**config.mk**
```make
export PLATFORM = sky130hd
export DESIGN_NAME = cpc_cell
export DESIGN_NICKNAME = d
export VERILOG_FILES = /design/src/design/cpc_pkg.sv /design/src/design/cpc_cell.sv
export SDC_FILE = /design/constraint.sdc
export NUM_CORES = 1
export LEC_CHECK = 0
export BUFFER_PORTS_ARGS = -buffer_cell sky130_fd_sc_hd__buf_2
export CAP_MARGIN = 20
export CELL_PAD_IN_SITES_DETAIL_PLACEMENT = 0
export CELL_PAD_IN_SITES_GLOBAL_PLACEMENT = 2
export CORE_MARGIN = 2
export CORE_UTILIZATION = 35
export DETAILED_ROUTE_END_ITERATION = 12
export PLACE_DENSITY_LB_ADDON = 0.1
export SLEW_MARGIN = 20
export SYNTH_ARGS = -nofsm -noshare
export SYNTH_HDL_FRONTEND = slang
export SYNTH_SLANG_ARGS = --single-unit
```
**constraint.sdc**
```tcl
create_clock -name i_clk -period 8 [get_ports i_clk]
set_input_delay 2.4 -clock i_clk [delete_from_list [all_inputs] [get_ports i_clk]]
set_output_delay 2.4 -clock i_clk [all_outputs]
set_load 0.01 [all_outputs]
```
**src/design/cpc_pkg.sv**
```systemverilog
// shared constants, arctangent table and cell data type of the cartesian/polar converter
package cpc_pkg;

    localparam int ITERS     = 32;
    localparam int DP_W      = 64;
    localparam int Z_W       = 34;
    localparam int TURN_BITS = 32;
    localparam int UNIT_Q    = 30;

    // reciprocal of the cordic gain in q30
    localparam logic [DP_W-1:0] INV_GAIN_Q30 = 64'd652032874;

    // atan(2^-i) in units of 2^32 per turn
    localparam logic [31:0] ATAN_TURN32 [ITERS] = '{
        32'd536870912, 32'd316933406, 32'd167458907, 32'd85004756,
        32'd42667331,  32'd21354465,  32'd10679838,  32'd5340245,
        32'd2670163,   32'd1335087,   32'd667544,    32'd333772,
        32'd166886,    32'd83443,     32'd41722,     32'd20861,
        32'd10430,     32'd5215,      32'd2608,      32'd1304,
        32'd652,       32'd326,       32'd163,       32'd81,
        32'd41,        32'd20,        32'd10,        32'd5,
        32'd3,         32'd1,         32'd1,         32'd0
    };

    typedef struct packed {
        logic            vec;   // vectoring when set, rotation otherwise
        logic [DP_W-1:0] x;
        logic [DP_W-1:0] y;
        logic [Z_W-1:0]  z;
        logic [DP_W-1:0] s;     // square root remainder
        logic [DP_W-1:0] root;  // square root partial result
    } t_cell_data;

endpackage

```
**src/design/cpc_cell.sv**
```systemverilog
// one cordic micro-rotation plus one square root digit step, registered
module cpc_cell import cpc_pkg::*; #(
    parameter int STAGE  = 0,
    parameter int SIDE_W = 1 + 3 * 16 + 16
) (
    input  logic              i_clk,
    input  logic              i_rst_n,
    input  logic              i_en,
    input  logic              i_valid,
    input  t_cell_data        i_data,
    input  logic [SIDE_W-1:0] i_side,
    output logic              o_valid,
    output t_cell_data        o_data,
    output logic [SIDE_W-1:0] o_side
);

    localparam logic [DP_W-1:0] SQ_BIT    = DP_W'(64'd1 << (62 - 2 * STAGE));
    localparam logic [Z_W-1:0]  ATAN_STEP = Z_W'(ATAN_TURN32[STAGE]);

    logic              r_valid;
    t_cell_data        r_data;
    logic [SIDE_W-1:0] r_side;

    logic signed [DP_W-1:0] x_sh;
    logic signed [DP_W-1:0] y_sh;
    logic                   y_pos;
    logic                   dir_pos;
    logic [DP_W-1:0]        sq_try;
    t_cell_data             n_data;

    always_comb begin
        x_sh    = $signed(i_data.x) >>> STAGE;
        y_sh    = $signed(i_data.y) >>> STAGE;
        y_pos   = !i_data.y[DP_W-1] && (i_data.y != '0);
        // vectoring drives y toward zero, rotation drives z toward zero
        dir_pos = i_data.vec ? !y_pos : !i_data.z[Z_W-1];
        n_data.vec = i_data.vec;
        if (dir_pos) begin
            n_data.x = i_data.x - y_sh;
            n_data.y = i_data.y + x_sh;
            n_data.z = i_data.z - ATAN_STEP;
        end else begin
            n_data.x = i_data.x + y_sh;
            n_data.y = i_data.y - x_sh;
            n_data.z = i_data.z + ATAN_STEP;
        end
        sq_try = i_data.root + SQ_BIT;
        if (i_data.s >= sq_try) begin
            n_data.s    = i_data.s - sq_try;
            n_data.root = (i_data.root >> 1) + SQ_BIT;
        end else begin
            n_data.s    = i_data.s;
            n_data.root = i_data.root >> 1;
        end
    end

    always_ff @(posedge i_clk) begin
        if (!i_rst_n) begin
            r_valid <= 1'b0;
        end else if (i_en) begin
            r_valid <= i_valid;
        end
    end

    always_ff @(posedge i_clk) begin
        if (i_en) begin
            r_data <= n_data;
            r_side <= i_side;
        end
    end

    assign o_valid = r_valid;
    assign o_data  = r_data;
    assign o_side  = r_side;

endmodule

```
==> insert_results.sql <==
INSERT INTO impl_metrics (metric_group, metric, value, unit) VALUES
('worst_setup_path', 'crit_path_start_kind', 'primary input', ''),
('logic_synthesis', 'synthTopCellsByArea', 'edfxtp_1 37%, ha_1 12%, a21oi_1 6.6%', ''),
('pwr', 'leakagePower', '15.0', 'nW'),
('logic_synthesis', 'synthDominantAreaCellType', 'edfxtp_1', ''),
('cts', 'cts.htree.levels', '2', ''),
('logic_synthesis', 'synth_ff_type', 'edfxtp_1', ''),
('worst_setup_path', 'crit_top_cell', 'a21oi_1', ''),
('place', 'gp_routability_congestion', '1.13', ''),
('worst_setup_path', 'cp_slowest_stage_delay', '0.59', 'ns'),
('worst_setup_path', 'r2r_slack', '7.19', 'ns'),
('pwr', 'p_comb_frac', '0.337', ''),
('place', 'detailed_place.area', '33000', 'sq um'),
('logic_synthesis', 'ys_ff_latch', '356', ''),
('timing', 'tns', '0', 'ns'),
('cts', 'cts_setup_buffers', '0', ''),
('grt', 'global_route_wire_length_before_repair', '194000', 'um'),
('logic_synthesis', 'synth_most_common_cell', 'a21oi_1', ''),
('cts', 'tritoncts.num_buffers', '46', ''),
('final_layout', 'area_growth', '21.3', '%'),
('timing', 'setup_slack', '1.95', 'ns'),
('cts', 'clkTransAtPathRegs', '0.06', 'ns'),
('routing', 'number_of_nets_with_antenna_violations_after_routing', '0', ''),
('pwr', 'power_per_cell_area', '201', 'nW/um^2'),
('logic_synthesis', 'synth.lib_cells_used.distinct', '97', ''),
('grt', 'grt_antenna_before_repair', '50', ''),
('place', 'numPortBuffers', '716', ''),
('logic_synthesis', 'synth-adder-area-share', '0.124', ''),
('logic_synthesis', 'synth.mux.area_fraction', '0.0117', ''),
('cts', 'cts_root_buffer', 'clkbuf_16', ''),
('worst_setup_path', 'critical_path.startpoint', 'i_data[168]', ''),
('grt', 'number_of_global_route_vias_before_repair', '27156', ''),
('worst_setup_path', 'end_kind', 'flop', ''),
('cts', 'cts_tree', 'done', ''),
('timing', 'rsz0062_at_grt', 'no', ''),
('grt', 'final_global_route_overflow_total', '0', ''),
('logic_synthesis', 'yosys.area.top_type_share', '0.374', ''),
('timing', 'clock-skew-final', '0', 'ns'),
('floorplan', 'io-pin-count', '717', ''),
('worst_setup_path', 'timing.critical_path.required', '8.34', 'ns'),
('worst_setup_path', 'worst_r2r_startpoint', 'o_valid', ''),
('grt', 'groute.usage.overall', '0.321', ''),
('pwr', 'max-vdd-ir-drop', '159', 'uV'),
('logic_synthesis', 'synth_area', '28500', 'sq um'),
('floorplan', 'initial_utilization', '0.353', ''),
('logic_synthesis', 'synth_compound_area_frac', '0.238', ''),
('place', 'dp_slack', '1.55', 'ns'),
('grt', 'grt_start_max_net_pins', '160', ''),
('timing', 'worst_pin_slew', '1.28', 'ns'),
('routing', 'avgRoutedWirePerCell', '28.6', 'um'),
('timing', 'final-max-slew-violation-count', '0', ''),
('hold_path', 'min-delay-path-class', 'reg -> reg', ''),
('cts', 'insertion_delay', '0.61', 'ns'),
('cts', 'cts_hold_buffers', '0', ''),
('routing', 'drt-pass1-iter-count', '6', ''),
('floorplan', 'floorplan.die.height', '289', 'um'),
('floorplan', 'core', '80500', 'sq um'),
('routing', 'finalWirelength', '141000', 'um'),
('logic_synthesis', 'synth_top_family_by_area', 'compound AO/OA/AOI/OAI gates', ''),
('outcome', 'outcome', 'complete, no violations', ''),
('routing', 'via_count', '28312', ''),
('pwr', 'net_switching', '2.55', 'mW'),
('logic_synthesis', 'seq_total_area_yosys', '0.375', ''),
('logic_synthesis', 'netlist_top_cells_count', '378 x a21oi_1, 355 x edfxtp_1, 274 x ha_1', ''),
('place', 'dp.final_hpwl', '117000', 'um'),
('routing', 'viasPerCell', '5.75', ''),
('pwr', 'power.total', '6.94', 'mW'),
('worst_setup_path', 'cp_slowest_cell', 'ha_1', ''),
('logic_synthesis', 'synth_edf_count', '355', ''),
('timing', 'hold_violations', '0', ''),
('cts', 'cts_resized', '0', ''),
('final_layout', 'nets', '4447', '');
final timing paths:
kind | cells past startpoint | end
max | 13 | o_data[289]
min | 2 | o_valid
max reg2reg | 2 | o_valid
min reg2reg | 2 | o_valid
placed cells by master (no fill, tap or decap), types with 33 or more instances in the layout:
| master | synthesis | layout |
|---|---|---|
| xnor2_1 | 159 | 159 |
| inv_1 | 271 | 270 |
| nor3_1 | 55 | 55 |
| nand4_1 | 74 | 74 |
| nor2_1 | 218 | 218 |
| a211oi_1 | 35 | 35 |
| nand3_1 | 41 | 41 |
| buf_2 | 23 | 715 |
| ha_1 | 274 | 274 |
| clkbuf_16 | 0 | 46 |
| nor4_1 | 42 | 39 |
| o21bai_1 | 73 | 73 |
| edfxtp_1 | 355 | 355 |
| o21ai_0 | 244 | 244 |
| nor2b_1 | 33 | 33 |
| a21oi_1 | 378 | 378 |
| nand2_1 | 248 | 248 |
| a21o_1 | 87 | 86 |
power groups by stage:
stage | sequential (mW) | combinational (mW) | clock (mW)
floorplan | 2.61 | 1.17 | 0
global placement | 2.51 | 2.30 | 0
detailed placement | 2.51 | 2.30 | 0
CTS | 2.47 | 2.31 | 2.16
global route | 2.49 | 2.50 | 2.23
finish | 2.48 | 2.34 | 2.12
final cells by class:
cell class                 count  area, sq um
clock buffer                  54         1180
antenna                       20         50.0
clock inverter                27          302
inverter                     279         1050
timing repair buffer         732         3750
sequential                   356        10700
fill                        8093        46000
multi-input combinational   2393        16200
tap                         1060         1330
kinds of logic (layout without fill, tap and decap cells):
group	after synthesis	count (layout)
AO/OA/AOI/OAI	1083	1083
adder cells (fa/ha/maj)	279	279
flip-flops	356	356
AND/OR/NAND/NOR	809	809
XOR/XNOR	189	189
multiplexers	33	33
other	0	20
buffers and inverters	418	1092
layer usage:
layer  global-route usage  routed length (um)
met3               0.0560               10700
met1                0.406               56800
met4                0.114                5970
met5                    0                 130
met2                0.549               67100
registers in the layout (all words and copies together) (netlist names):
signal,cells
o_data,290
o_side,65
o_valid,1
worst max-delay path: cells and delay by family:
family / cells / cell delay (ns)
xor gates and xnor gates: 1 / 0.13
and+or+nand+nor: 3 / 0.78
AOI/OAI and AO/OA: 6 / 2.15
adders and majority gates: 1 / 0.59
buffers and inverters: 2 / 0.31
No activity file was read; power rests on OpenSTA's default activity.
