==> src/design/cpc_pkg.sv <==
// shared constants, arctangent table and cell data type of the cartesian/polar converter
package cpc_pkg;

    localparam int ITERS     = 32;
    localparam int DP_W      = 64;
    localparam int Z_W       = 34;
    localparam int TURN_BITS = 32;
    localparam int UNIT_Q    = 30;

    // reciprocal of the cordic gain in q30
    localparam logic [DP_W-1:0] INV_GAIN_Q30 = 64'd652032874;

    // atan(2^-i) in units of 2^32 per turn
    localparam logic [31:0] ATAN_TURN32 [ITERS] = '{
        32'd536870912, 32'd316933406, 32'd167458907, 32'd85004756,
        32'd42667331,  32'd21354465,  32'd10679838,  32'd5340245,
        32'd2670163,   32'd1335087,   32'd667544,    32'd333772,
        32'd166886,    32'd83443,     32'd41722,     32'd20861,
        32'd10430,     32'd5215,      32'd2608,      32'd1304,
        32'd652,       32'd326,       32'd163,       32'd81,
        32'd41,        32'd20,        32'd10,        32'd5,
        32'd3,         32'd1,         32'd1,         32'd0
    };

    typedef struct packed {
        logic            vec;   // vectoring when set, rotation otherwise
        logic [DP_W-1:0] x;
        logic [DP_W-1:0] y;
        logic [Z_W-1:0]  z;
        logic [DP_W-1:0] s;     // square root remainder
        logic [DP_W-1:0] root;  // square root partial result
    } t_cell_data;

endpackage

==> src/design/cpc_post.sv <==
// quadrant fold, rounding, radius scaling and saturation after the cell chain
module cpc_post import cpc_pkg::*; #(
    parameter int COORD_WIDTH = 16,
    parameter int ANGLE_WIDTH = 16,
    parameter int SIDE_W      = 1 + 3 * 16 + 16
) (
    input  logic                                 i_clk,
    input  logic                                 i_rst_n,
    input  logic                                 i_en,
    input  logic                                 i_valid,
    input  t_cell_data                           i_data,
    input  logic [SIDE_W-1:0]                    i_side,
    output logic                                 o_valid,
    output logic [3*COORD_WIDTH+ANGLE_WIDTH-1:0] o_result
);

    localparam int CW = COORD_WIDTH;
    localparam int AW = ANGLE_WIDTH;
    localparam int PW = CW + Z_W;
    localparam int SH = TURN_BITS - AW;

    localparam logic [AW-1:0]  A_HALF    = {1'b1, {(AW-1){1'b0}}};
    localparam logic [AW-1:0]  A_QUARTER = {2'b01, {(AW-2){1'b0}}};
    localparam logic [Z_W-1:0] Z_QUARTER = Z_W'(64'd1 << (TURN_BITS - 2));
    localparam logic [PW:0]    SAT_HI    = {{(PW-CW+2){1'b0}}, {(CW-1){1'b1}}};
    localparam logic [PW:0]    SAT_LO    = SAT_HI + 1'b1;
    localparam logic [PW:0]    RND_HALF  = (PW+1)'(64'd1 << (UNIT_Q - 1));
    localparam logic [CW-1:0]  C_HI      = {1'b0, {(CW-1){1'b1}}};
    localparam logic [CW-1:0]  C_LO      = {1'b1, {(CW-1){1'b0}}};

    function automatic logic [CW-1:0] round_sat(input logic [PW-1:0] p);
        logic [PW-1:0] mag;
        logic [PW:0]   rnd;
        logic [PW:0]   neg_rnd;
        logic [CW-1:0] res;
        mag     = p[PW-1] ? (~p + 1'b1) : p;
        rnd     = ({1'b0, mag} + RND_HALF) >> UNIT_Q;
        neg_rnd = ~rnd + 1'b1;
        if (!p[PW-1]) begin
            res = (rnd > SAT_HI) ? C_HI : rnd[CW-1:0];
        end else begin
            res = (rnd > SAT_LO) ? C_LO : neg_rnd[CW-1:0];
        end
        return res;
    endfunction

    logic          s_func;
    logic [CW-1:0] s_x;
    logic [CW-1:0] s_y;
    logic [CW-1:0] s_r;
    logic [AW-1:0] s_angle;

    assign s_func  = i_side[SIDE_W-1];
    assign s_x     = i_side[AW+3*CW-1:AW+2*CW];
    assign s_y     = i_side[AW+2*CW-1:AW+CW];
    assign s_r     = i_side[AW+CW-1:AW];
    assign s_angle = i_side[AW-1:0];

    logic                 r1_valid;
    logic                 r1_func;
    logic                 r1_rneg;
    logic signed [PW-1:0] r1_px;
    logic signed [PW-1:0] r1_py;
    logic [CW-1:0]        r1_ex;
    logic [CW-1:0]        r1_ey;
    logic [CW-1:0]        r1_radius;
    logic [AW-1:0]        r1_angle;
    logic                 r2_valid;
    logic [3*CW+AW-1:0]   r2_result;

    logic [CW-1:0]         ax_abs;
    logic [CW-1:0]         ay_abs;
    logic                  x_zero;
    logic                  y_zero;
    logic [DP_W-1:0]       q_rnd;
    logic [30:0]           phi;
    logic [32:0]           phi_t;
    logic [AW-1:0]         phi_r;
    logic [AW-1:0]         fold;
    logic [CW-1:0]         rect_radius;
    logic [AW-1:0]         rect_angle;
    logic signed [Z_W-1:0] cos_u;
    logic signed [Z_W-1:0] sin_u;
    logic signed [Z_W-1:0] c_map;
    logic signed [Z_W-1:0] s_map;
    logic signed [PW-1:0]  n1_px;
    logic signed [PW-1:0]  n1_py;
    logic                  rneg;
    logic [CW-1:0]         n2_x;
    logic [CW-1:0]         n2_y;

    // rectangular to polar: radius rounding, angle clamp, rounding and fold
    always_comb begin
        ax_abs = s_x[CW-1] ? (~s_x + 1'b1) : s_x;
        ay_abs = s_y[CW-1] ? (~s_y + 1'b1) : s_y;
        x_zero = (s_x == '0);
        y_zero = (s_y == '0);
        q_rnd  = i_data.root + DP_W'(i_data.s > i_data.root);
        if (i_data.z[Z_W-1]) begin
            phi = '0;
        end else if (i_data.z > Z_QUARTER) begin
            phi = Z_QUARTER[30:0];
        end else begin
            phi = i_data.z[30:0];
        end
        // adding a half lsb and shifting one extra bit also covers a zero shift
        phi_t = {1'b0, phi, 1'b0} + 33'(64'd1 << SH);
        phi_r = AW'(phi_t >> (SH + 1));
        if (!s_x[CW-1]) begin
            fold = s_y[CW-1] ? (~phi_r + 1'b1) : phi_r;
        end else begin
            fold = s_y[CW-1] ? (A_HALF + phi_r) : (A_HALF - phi_r);
        end
        priority if (x_zero && y_zero) begin
            rect_radius = '0;
            rect_angle  = '0;
        end else if (x_zero) begin
            rect_radius = ay_abs;
            rect_angle  = s_y[CW-1] ? (A_QUARTER + A_HALF) : A_QUARTER;
        end else if (y_zero) begin
            rect_radius = ax_abs;
            rect_angle  = s_x[CW-1] ? A_HALF : '0;
        end else begin
            rect_radius = q_rnd[CW-1:0];
            rect_angle  = fold;
        end
    end

    // polar to rectangular: quadrant map and scaling by the radius
    always_comb begin
        cos_u = $signed(i_data.x[Z_W-1:0]);
        sin_u = $signed(i_data.y[Z_W-1:0]);
        unique case (s_angle[AW-1:AW-2])
            2'd0: begin
                c_map = cos_u;
                s_map = sin_u;
            end
            2'd1: begin
                c_map = -sin_u;
                s_map = cos_u;
            end
            2'd2: begin
                c_map = -cos_u;
                s_map = -sin_u;
            end
            default: begin
                c_map = sin_u;
                s_map = -cos_u;
            end
        endcase
        n1_px = $signed(s_r) * c_map;
        n1_py = $signed(s_r) * s_map;
        rneg  = s_r[CW-1];
    end

    always_comb begin
        if (!r1_func) begin
            n2_x = r1_ex;
            n2_y = r1_ey;
        end else if (r1_rneg) begin
            n2_x = '0;
            n2_y = '0;
        end else begin
            n2_x = round_sat(r1_px);
            n2_y = round_sat(r1_py);
        end
    end

    always_ff @(posedge i_clk) begin
        if (!i_rst_n) begin
            r1_valid <= 1'b0;
            r2_valid <= 1'b0;
        end else if (i_en) begin
            r1_valid <= i_valid;
            r2_valid <= r1_valid;
        end
    end

    always_ff @(posedge i_clk) begin
        if (i_en) begin
            r1_func   <= s_func;
            r1_rneg   <= rneg;
            r1_px     <= n1_px;
            r1_py     <= n1_py;
            r1_ex     <= s_x;
            r1_ey     <= s_y;
            if (!s_func) begin
                r1_radius <= rect_radius;
                r1_angle  <= rect_angle;
            end else begin
                r1_radius <= rneg ? '0 : s_r;
                r1_angle  <= rneg ? '0 : s_angle;
            end
            r2_result <= {n2_x, n2_y, r1_radius, r1_angle};
        end
    end

    assign o_valid  = r2_valid;
    assign o_result = r2_result;

endmodule

==> config.mk <==
export PLATFORM = sky130hd
export DESIGN_NAME = cpc_post
export DESIGN_NICKNAME = d
export VERILOG_FILES = /design/src/design/cpc_pkg.sv /design/src/design/cpc_post.sv
export SDC_FILE = /design/constraint.sdc
export NUM_CORES = 2
export LEC_CHECK = 0
export ABC_AREA = 1
export BUFFER_PORTS_ARGS = -buffer_cell sky130_fd_sc_hd__buf_2
export CORE_UTILIZATION = 30
export CTS_CLUSTER_DIAMETER = 120
export DETAILED_ROUTE_END_ITERATION = 8
export GPL_ROUTABILITY_DRIVEN = 0
export RECOVER_POWER = 100
export SYNTH_ARGS = -nofsm -noshare
export SYNTH_HDL_FRONTEND = slang
export SYNTH_SLANG_ARGS = --single-unit
==> constraint.sdc <==
create_clock -name i_clk -period 13.9 [get_ports i_clk]
set_input_delay 4.17 -clock i_clk [delete_from_list [all_inputs] [get_ports i_clk]]
set_output_delay 4.17 -clock i_clk [all_outputs]
set_load 0.05 [all_outputs]
==> qor.yml <==
status: "finished with violations"
violations: "capacitance limit, slew limit"
synth_most_common_cell: "inv_1"
grt_max_degree: 151
cts-htree-levels: 1
rsz0062_at_grt: "false"
reg2reg_slack_ns: 7.99
holdCritStartpoint: "r1_angle[15]$_DFFE_PP_"
drive_gt1_share_pct: 7.23
start_kind: "primary input"
min_to: "o_result[15]$_DFFE_PP_"
cp_max_fo: 24
ys_seq_area_share_pct: 12.1
yosysWarnings: 0
yosys.area_share.simple_pct: 23.2
cp_data_required_time_ns: 14.21
relSlewSlack_pct: -195
syn-cell-area_mm2: 0.0575
synthTopCellsByCount: "1689 x inv_1, 1488 x nand2_1, 1066 x nor2_1"
post_cts_buffers: 0
dieHeight_um: 440
wirelength_mm: 194
synth.area.mux_share_pct: 0.0174
grt_pass1_vias: 51400
multi_input_area_mm2: 0.0432
final_nets: 9475
syn_avg_cell_area_um2: 7.66
hpwl_mm: 164
synth-async-reset-ratio_pct: 0
criticalPathCategory: "primary input to flip-flop"
clkTransAtPathRegs_ns: 0.07
cp-end-kind: "flip-flop"
maxCapViolations: 6
grt_antenna_before_repair: 79
synthCells: 7501
synth_top_family_by_area: "adder cells"
path_delay_family: "compound AO/OA/AOI/OAI gates"
cp_slowest_cell: "o21ai_0"
drc_errors: 0
reg2reg_depth: 18
fmax_mhz: 75.4
via_count: 50900
area_growth_pct: 9.59
wl_per_cell_um: 18.8
synth_top_cell_by_area: "fa_1"
start_util_pct: 30.2
regArea_mm2: 0.00695
worst_pin_slew_ns: 4.42
synth_edf_count: 230
hold_path.class: "flip-flop to flip-flop"
cts_buffers: 26
grt_overflow: 0
fillers: 20400
drt_iter0_drc: 4237
viasPerCell: 4.92
setup_viol: 0
r2r_end: "o_result[45]$_DFFE_PP_"
fin_crit_ns: 13.27
synthAdderAreaFrac_pct: 42.6
ys_ff_latch: 232
setup_tns_ns: 0
post_cts_resized: 0
insertion_delay_ns: 0.57
grt_usage_pct: 19.9
slew_violations: 338
die_w_um: 440
synth.top_cell.area_share_pct: 35.8
cts_sinks: 232
synth_xor_area_share_pct: 3.20
core.rowCount: 160
path_buf_inv: 9
cts_hold_buffers: 0
synthTopCellsByArea: "fa_1 36%, edfxtp_1 12%, inv_1 11%, nand2_1 9.7%, nor2_1 7.0%"
slowest_delay_ns: 0.73
drtAntennaViolNets: 0
finalCritPeriodShare_pct: 95.5
synth_top_flop_cell: "edfxtp_1"
firstDrtPassIters: 6
portBuffers: 363
io_pins: 425
finalHoldViolCount: 0
coreArea_mm2: 0.190
die_area_mm2: 0.193
r2r_start: "r1_py[49]$_DFFE_PP_"
synth_cell_types: 66
arrival_ns: 13.58
syn_nets: 9203
cts_tree: "built"
critical_path.startpoint: "i_side[14]"
clockBufferDepth: 3
root_buffer: "clkbuf_16"
finClkSkew_ns: 0.0170
synth_compound_area_share_pct: 6.03
min_path_cells: 0
grt_first_pass_wirelength_mm: 297
[per-layer routing]
| metal | GRT usage (%) | vias to the layer above | part of all wire, % |
|---|---|---|---|
| li1 | - | 23200 | - |
| met1 | 25.2 | 25000 | 40 |
| met2 | 33.1 | 2270 | 48 |
| met3 | 3.39 | 388 | 8.4 |
| met4 | 9.29 | 44 | 4.1 |
| met5 | 0 | - | 0.14 |
[worst register-to-register path, stage by stage (launching register included)]
cell and delay, ns:
edfxtp_1 0.32, clkbuf_1 1.87, inv_1 0.67, o21ai_0 0.34
nand2_1 0.16, ha_1 0.28, xor2_1 0.34, inv_1 0.09
ha_1 0.23, nand2_1 0.08, nor2_1 0.06, nand3_1 0.14
inv_1 0.09, nand4_1 0.12, nand2_1 0.34, nand3_1 0.21
nand2_1 0.07, nand2_1 0.22, nand2_1 0.07
[cells by family after synthesis]
group	count (synthesis)
XOR/XNOR	210
AO/OA/AOI/OAI	603
flip-flops	232
AND/OR/NAND/NOR	3176
multiplexers	1
buffers and inverters	1937
adder cells (fa/ha/maj)	1342
[stage by stage]
step           instances  setup slack, ns  util, %  cell area (µm²)  hold slack (ns)
6_report           10300            0.630     33.1            63000            0.413
5_1_grt            10300            0.338     33.1            63000            0.426
4_1_cts            10300             1.36     33.2            63100            0.415
3_5_place_dp       10300            0.770     32.7            62300            0.405
3_3_place_gp       10300            0.846     32.7            62300            0.402
2_1_floorplan       7501             2.50        -            57500            0.400
[layout by cell type (no fill, tap or decap), drive strengths merged, types with 11 or more instances in the layout]
| master | count |
|---|---|
| clkinv | 36 |
| nor4 | 23 |
| inv | 1715 |
| xnor2 | 68 |
| xor2 | 142 |
| fa | 1028 |
| o22ai | 23 |
| nor2 | 1119 |
| buf | 333 |
| a21oi | 235 |
| nor3 | 57 |
| clkbuf | 138 |
| o211ai | 11 |
| edfxtp | 230 |
| ha | 314 |
| o2111ai | 23 |
| a31oi | 27 |
| nand3 | 302 |
| nand3b | 22 |
| nand2 | 1552 |
| nand4 | 76 |
| o21ai | 216 |
| or2 | 11 |
| diode | 42 |
[state kept, by name, indices dropped and copies added, names as in the netlist]
signal / cells
o_result: 64
r1_py: 50
r1_px: 50
r1_ex: 16
o_valid: 1
r1_valid: 1
r1_rneg: 1
r1_angle: 16
r1_func: 1
r1_radius: 16
r1_ey: 16
[layout make-up]
| type | instances | share of cell area [%] |
|---|---|---|
| Multi-Input combinational cell | 5332 | 68.5 |
| Sequential cell | 232 | 11.0 |
| Inverter | 1740 | 10.4 |
| Tap cell | 2511 | 4.99 |
| Timing Repair Buffer | 441 | 3.57 |
| Clock buffer | 30 | 1.09 |
| Clock inverter | 15 | 0.270 |
| Antenna cell | 42 | 0.167 |
[worst max path at each step]
stage	endpoint	slack, ns	depth (start not counted)
floorplan	r1_py[48]$_DFFE_PP_	2.50	39
global placement	r1_px[49]$_DFFE_PP_	0.85	35
detailed placement	r1_px[49]$_DFFE_PP_	0.77	35
CTS	r1_px[49]$_DFFE_PP_	1.36	35
global route	r1_py[28]$_DFFE_PP_	0.34	31
finish	r1_py[34]$_DFFE_PP_	0.63	31
Power is not shown: default switching activity piles up to over one toggle a cycle in this logic, so the estimate is an artifact.
