===== src/design/cpc_pkg.sv =====
// shared constants, arctangent table and cell data type of the cartesian/polar converter
package cpc_pkg;

    localparam int ITERS     = 32;
    localparam int DP_W      = 64;
    localparam int Z_W       = 34;
    localparam int TURN_BITS = 32;
    localparam int UNIT_Q    = 30;

    // reciprocal of the cordic gain in q30
    localparam logic [DP_W-1:0] INV_GAIN_Q30 = 64'd652032874;

    // atan(2^-i) in units of 2^32 per turn
    localparam logic [31:0] ATAN_TURN32 [ITERS] = '{
        32'd536870912, 32'd316933406, 32'd167458907, 32'd85004756,
        32'd42667331,  32'd21354465,  32'd10679838,  32'd5340245,
        32'd2670163,   32'd1335087,   32'd667544,    32'd333772,
        32'd166886,    32'd83443,     32'd41722,     32'd20861,
        32'd10430,     32'd5215,      32'd2608,      32'd1304,
        32'd652,       32'd326,       32'd163,       32'd81,
        32'd41,        32'd20,        32'd10,        32'd5,
        32'd3,         32'd1,         32'd1,         32'd0
    };

    typedef struct packed {
        logic            vec;   // vectoring when set, rotation otherwise
        logic [DP_W-1:0] x;
        logic [DP_W-1:0] y;
        logic [Z_W-1:0]  z;
        logic [DP_W-1:0] s;     // square root remainder
        logic [DP_W-1:0] root;  // square root partial result
    } t_cell_data;

endpackage


===== src/design/cpc_prep.sv =====
// input capture, absolute values, squares and cordic seed values
module cpc_prep import cpc_pkg::*; #(
    parameter int COORD_WIDTH = 16,
    parameter int ANGLE_WIDTH = 16,
    parameter int SIDE_W      = 1 + 3 * 16 + 16
) (
    input  logic                   i_clk,
    input  logic                   i_rst_n,
    input  logic                   i_en,
    input  logic                   i_valid,
    input  logic                   i_func,
    input  logic [COORD_WIDTH-1:0] i_x_in,
    input  logic [COORD_WIDTH-1:0] i_y_in,
    input  logic [COORD_WIDTH-1:0] i_radius_in,
    input  logic [ANGLE_WIDTH-1:0] i_angle_in,
    output logic                   o_valid,
    output t_cell_data             o_data,
    output logic [SIDE_W-1:0]      o_side
);

    localparam int CW        = COORD_WIDTH;
    localparam int AW        = ANGLE_WIDTH;
    localparam int PRE_SHIFT = 61 - CW;

    logic              r_a_valid;
    logic [SIDE_W-1:0] r_a_side;
    logic [CW-1:0]     r_a_ax;
    logic [CW-1:0]     r_a_ay;
    logic              r_b_valid;
    t_cell_data        r_b_data;
    logic [SIDE_W-1:0] r_b_side;

    logic [CW-1:0]        n_ax;
    logic [CW-1:0]        n_ay;
    logic [2*CW-1:0]      sq_x;
    logic [2*CW-1:0]      sq_y;
    logic [TURN_BITS-1:0] a_turn;
    logic                 a_func;
    logic [AW-1:0]        a_angle;
    t_cell_data           n_data;

    always_comb begin
        n_ax = i_x_in[CW-1] ? (~i_x_in + 1'b1) : i_x_in;
        n_ay = i_y_in[CW-1] ? (~i_y_in + 1'b1) : i_y_in;
    end

    assign a_func  = r_a_side[SIDE_W-1];
    assign a_angle = r_a_side[AW-1:0];

    always_comb begin
        sq_x   = r_a_ax * r_a_ax;
        sq_y   = r_a_ay * r_a_ay;
        a_turn = TURN_BITS'(a_angle) << (TURN_BITS - AW);
        n_data.vec  = !a_func;
        n_data.x    = a_func ? INV_GAIN_Q30 : (DP_W'(r_a_ax) << PRE_SHIFT);
        n_data.y    = a_func ? '0 : (DP_W'(r_a_ay) << PRE_SHIFT);
        n_data.z    = a_func ? Z_W'(a_turn[TURN_BITS-3:0]) : '0;
        n_data.s    = DP_W'(sq_x) + DP_W'(sq_y);
        n_data.root = '0;
    end

    always_ff @(posedge i_clk) begin
        if (!i_rst_n) begin
            r_a_valid <= 1'b0;
            r_b_valid <= 1'b0;
        end else if (i_en) begin
            r_a_valid <= i_valid;
            r_b_valid <= r_a_valid;
        end
    end

    always_ff @(posedge i_clk) begin
        if (i_en) begin
            r_a_side <= {i_func, i_x_in, i_y_in, i_radius_in, i_angle_in};
            r_a_ax   <= n_ax;
            r_a_ay   <= n_ay;
            r_b_data <= n_data;
            r_b_side <= r_a_side;
        end
    end

    assign o_valid = r_b_valid;
    assign o_data  = r_b_data;
    assign o_side  = r_b_side;

endmodule


===== config.mk =====
export PLATFORM = sky130hd
export DESIGN_NAME = cpc_prep
export DESIGN_NICKNAME = d
export VERILOG_FILES = /design/src/design/cpc_pkg.sv /design/src/design/cpc_prep.sv
export SDC_FILE = /design/constraint.sdc
export NUM_CORES = 1
export LEC_CHECK = 0
export BUFFER_PORTS_ARGS = -buffer_cell sky130_fd_sc_hd__clkbuf_2
export CAP_MARGIN = 20
export CORE_MARGIN = 5
export CORE_UTILIZATION = 56
export CTS_CLUSTER_DIAMETER = 80
export DETAILED_ROUTE_END_ITERATION = 16
export GPL_ROUTABILITY_DRIVEN = 0
export PLACE_DENSITY = 0.8
export SYNTH_ARGS = -nofsm -noshare
export SYNTH_HDL_FRONTEND = slang
export SYNTH_SLANG_ARGS = --single-unit

===== constraint.sdc =====
create_clock -name i_clk -period 9.1 [get_ports i_clk]
set_clock_uncertainty 0.2 [all_clocks]
set_input_delay 2.73 -clock i_clk [delete_from_list [all_inputs] [get_ports i_clk]]
set_output_delay 2.73 -clock i_clk [all_outputs]
set_load 0.1 [all_outputs]

==> results.cfg, run 1 <==
[route]
ant_nets = 0
wl_per_cell_um = 17.06
vias_per_cell = 4.972
drt-total-wl_um = 50710
vias = 14777
drt_iter0_drc = 871
drc = 0
firstDrtPassIters = 5

[grt]
grt_pass1_wl_um = 80300
grt_max_degree = 145
track_usage = 0.2100
overflow = 0
antenna_found_initial = 1
grt_pass1_vias = 16102

[status]
outcome = complete, no violations

[synthesis]
async_reset_ff_frac = 0
synthCells = 2185
synth.most_common_cell = inv_1
synth.avg_cell_area_um2 = 11.27
yosysUniqueCellTypes = 55
yosys_warnings = 0
synth.area.top_cells = fa_1 (31%), edfxtp_1 (29%), ha_1 (10%)
synth_top_area_frac = 0.3123
syn_area_mm2 = 0.02462
synthTopCellsByCount = inv_1 (497), fa_1 (384), edfxtp_1 (240)
ys_seq_elements = 242
synthFlopType = edfxtp_1
synth_edf_count = 240
yosysTopAreaCell = fa_1
ys_seq_area_frac = 0.2944

[clock_tree]
cts.hold.buffers_added = 0
cts_sinks = 242
cts_resized = 0
clk_latency_ns = 0.55
clock_path_buffers = 3
tritoncts = yes
cts.htree.levels = 1
numCtsBuffers = 24
clk_pin_slew_ns = 0.06
root_buffer = clkbuf_16
cts_setup_buffers = 0

[timing]
fmax_ghz = 0.1253
slew_viol_final = 0
grt_setup_unrepaired = no
max-slew-margin-rel = 0.3104
fin_tns_setup_ns = 0
fin_crit_sh = 0.8770
setup_viol = 0
hold_violations = 0
tightest_slew_ns = 1.034
min_period_ns = 7.981

[floorplanning]
die_y_um = 219.7
die_area_mm2 = 0.04825
core.rowCount = 76
start_util = 0.5690
die_x_um = 219.7
io_pins = 426
fp.coreArea_mm2 = 0.04327

[finish]
multi_input_area_mm2 = 0.01443
regArea_mm2 = 0.007247
fill_cells = 3389
n_antenna_cell = 0
final_util = 0.6054
drive_gt1_frac = 0.1207
area_delta_synth_final_pct = 6.393
finalNetCount = 3022

[placement]
post-dp-hpwl_um = 41470
port_buffers = 232

[run]
maxCapViolations = 0

[critical_path]
cp.arrival_ns = 8.07
crit_path_start_kind = flip-flop
critical_path.endpoint_type = flip-flop
critPathRequiredTime_ns = 9.19
path_class = reg2reg
critical_path.max_fanout = 13

[worst_hold_path]
hold_class = reg2reg
## state kept, by name (all words and copies together), names as in the netlist
name and count:
r_a_ay 15, r_a_ax 15, o_data 81, r_a_side 65
o_valid 1, o_side 64, r_a_valid 1
## worst paths after layout
kind                          start              endpoint  slack (ns)  depth (start not counted)
max reg2reg     r_a_ax[8]$_DFFE_PP_  o_data[94]$_DFFE_PP_        1.12                         20
min          r_a_side[49]$_DFFE_PP_  o_side[49]$_DFFE_PP_        0.22                          0
min reg2reg  r_a_side[49]$_DFFE_PP_  o_side[49]$_DFFE_PP_        0.22                          0
max             r_a_ax[8]$_DFFE_PP_  o_data[94]$_DFFE_PP_        1.12                         20
## layout by cell type (no fill, tap or decap), types with 4 or more instances in the layout
master,Yosys,final
o21bai_1,4,4
nor2b_1,31,31
fa_1,384,384
o31ai_1,7,7
clkbuf_16,0,24
clkinv_1,0,6
nand2_1,130,130
and2_1,144,144
nor2_1,46,46
or2_2,4,4
clkbuf_2,0,231
o21ai_0,23,23
nand3_1,11,11
clkinv_2,0,7
xor2_1,15,15
a21oi_1,32,32
a31o_2,5,5
a211oi_1,4,4
conb_1,1,193
nand4_1,6,6
ha_1,199,199
a31oi_1,4,4
or4_1,4,4
a21o_1,15,15
inv_1,497,497
nand2b_1,4,4
or3_1,5,5
edfxtp_1,240,240
o41ai_1,4,4
xnor2_1,59,59
## through the flow
step | setup slack [ns] | cells | cell area [um^2] | hold slack [ns]
detailed placement | 1.233 | 2929 | 25470 | 0.2045
CTS | 1.219 | 2972 | 26190 | 0.2189
global placement | 1.439 | 2929 | 25470 | 0.2011
floorplan | 2.047 | 2377 | 25340 | 0.2003
finish | 1.119 | 2972 | 26190 | 0.2165
global route | 0.8493 | 2972 | 26190 | 0.2217
## metal layers
metal | GRT usage | share of wire | vias up
met2 | 0.3902 | 0.55 | 526
met3 | 0.02487 | 0.055 | 127
met4 | 0.09403 | 0.047 | 0
met5 | 0 | 0 | -
met1 | 0.2436 | 0.34 | 7461
li1 | - | - | 6663
## critical path, stage by stage, from the launching register on
cell and delay (ns):
edfxtp_1 0.77, inv_1 0.35, nor2_1 0.24, fa_1 0.46, fa_1 0.53, fa_1 0.53
inv_1 0.05, fa_1 0.49, inv_1 0.06, fa_1 0.49, fa_1 0.56, fa_1 0.44
fa_1 0.51, ha_1 0.47, nand2_1 0.12, nor4_2 0.42, o2111ai_1 0.20, nand4_1 0.26
o221ai_1 0.25, a21oi_1 0.20, xor2_1 0.10
## cell families after synthesis
logic type | count (synthesis) | share of synthesized area
fa+ha+maj | 583 | 0.4134
xor+xnor | 74 | 0.02633
other cells | 1 | 0.0001523
flops | 242 | 0.2944
buf+inv | 765 | 0.1489
compound gates | 120 | 0.03232
simple gates | 395 | 0.08244
mux | 5 | 0.002135
## layout make-up
| cell class | instances | area share |
|---|---|---|
| timing repair buffer | 235 | 0.04557 |
| tap | 585 | 0.02794 |
| multi-input combinational | 1370 | 0.5508 |
| sequential | 242 | 0.2767 |
| clock inverter | 17 | 0.004538 |
| inverter | 497 | 0.07122 |
| clock buffer | 26 | 0.02322 |
Power of run 1 is left out: the tool's default activity adds up to more than one toggle a clock period on the data nets, which glitch-free logic cannot reach.
==> run 2: changes to the inputs <==
- CORE_ASPECT_RATIO: unset -> 0.9
==> run 2 against run 1 <==
  * Critical path depth shrank 1
  * Die area about the same
  * Routed wire length increased by 3.3%
  * Critical path type unchanged
  * Critical endpoint is now o_data[82]$_DFFE_PP_
  * Highest routed layer unchanged
  * Cell area increased by 0.11%
  * Global-route usage rose by 0.87 points
==> results.cfg, run 2 (synthesized netlist as in run 1, its figures left out) <==
[clock_tree]
numCtsBuffers = 26
cts.htree.levels = 1
cts_sinks = 242
cts.hold.buffers_added = 0
clk_latency_ns = 0.55
root_buffer = clkbuf_16
cts_resized = 0
tritoncts = yes
cts_setup_buffers = 0
clock_path_buffers = 3
clk_pin_slew_ns = 0.06

[finish]
layout_commonest_cell = inv_1
finalNetCount = 3025
final_cell_mix = inv_1 (497), fa_1 (384), edfxtp_1 (240)
drive_gt1_frac = 0.1221
n_antenna_cell = 0
largest_reg_flops = 81
area_delta_synth_final_pct = 6.510

[timing]
min_period_ns = 7.894
hold_violations = 0
setup_viol = 0
tightest_slew_ns = 1.028
fin_tns_setup_ns = 0
fin_crit_sh = 0.8675
slew_viol_final = 0
grt_setup_unrepaired = no
fmax_ghz = 0.1267
max-slew-margin-rel = 0.3145

[status]
outcome = complete, no violations

[route]
ant_nets = 0
drc = 0
firstDrtPassIters = 6
drt_iter0_drc = 834
vias = 14900
drt-total-wl_um = 52370
vias_per_cell = 5.056
wl_per_cell_um = 17.77

[critical_path]
critPathRequiredTime_ns = 9.19
reg2reg_from = r_a_ax[5]$_DFFE_PP_
worstSetupStartpoint = r_a_ax[5]$_DFFE_PP_
worstRegToRegCells = 19
path_class = reg2reg
cp.arrival_ns = 7.99
critical_path.endpoint_type = flip-flop
crit_path_start_kind = flip-flop
critical_path.max_fanout = 17

[floorplanning]
die_x_um = 231.0
io_pins = 426
die_y_um = 208.9
start_util = 0.5693
die_area_mm2 = 0.04826
core.rowCount = 72
fp.coreArea_mm2 = 0.04324

[grt]
grt_pass1_wl_um = 84900
grt_max_degree = 89
track_usage = 0.2187
antenna_found_initial = 1
grt_pass1_vias = 16545
overflow = 0

[worst_hold_path]
hold_class = reg2reg
min_path_cells = 0
hp-start = r_a_side[51]$_DFFE_PP_

[placement]
port_buffers = 232
post-dp-hpwl_um = 42710

[run]
maxCapViolations = 0
## run 2: critical path: stages (launching register included)
cell and delay [ns]:
edfxtp_1 0.90, nand2_1 0.19, fa_1 0.58, inv_1 0.07, fa_1 0.50, inv_1 0.05
fa_1 0.48, fa_1 0.51, fa_1 0.51, inv_1 0.05, fa_1 0.55, fa_1 0.44
fa_1 0.45, ha_1 0.36, a211oi_1 0.37, nor2_1 0.09, a211oi_1 0.60, o21bai_1 0.32
a31oi_1 0.31, xnor2_1 0.11
## run 2: through the flow
stage / setup slack [ns] / area, um^2 / hold slack (ns) / std cells / utilization
after floorplan: 2.047 / 25340 / 0.2003 / 2377 / -
after global placement: 1.382 / 25440 / 0.2007 / 2900 / 0.5882
after detailed placement: 1.268 / 25440 / 0.2054 / 2900 / 0.5882
after CTS: 1.253 / 26220 / 0.2187 / 2947 / 0.6064
after global routing: 0.8191 / 26220 / 0.2227 / 2947 / 0.6064
final: 1.206 / 26220 / 0.2166 / 2947 / 0.6064
## run 2: final cells by class
| cell class | count | area (um^2) |
|---|---|---|
| clock buffers | 30 | 665.6 |
| clock inverters | 17 | 120.1 |
| fillers | 3430 | 17020 |
| inverters | 497 | 1866 |
| multi-input cells | 1370 | 14430 |
| flip-flops and latches | 242 | 7247 |
| well taps | 555 | 694.4 |
| repair buffers | 236 | 1201 |
## run 2: path summary, 6_finish.rpt
check,endpoint,slack [ns]
setup reg to reg,o_data[82]$_DFFE_PP_,1.21
hold / removal,o_side[51]$_DFFE_PP_,0.22
setup / recovery,o_data[82]$_DFFE_PP_,1.21
hold reg to reg,o_side[51]$_DFFE_PP_,0.22
## run 2: layer usage
layer  wire length, um  vias to the layer above  part of all wire  global-route usage
met1             18900                     7562              0.36              0.2635
met2             28320                      510              0.54              0.3978
met5                 0                        -                 0                   0
met4              2134                        0             0.041             0.08648
li1                  -                     6684                 -                   -
met3              3012                      144             0.058             0.03054
Power of run 2 is left out for the same reason.
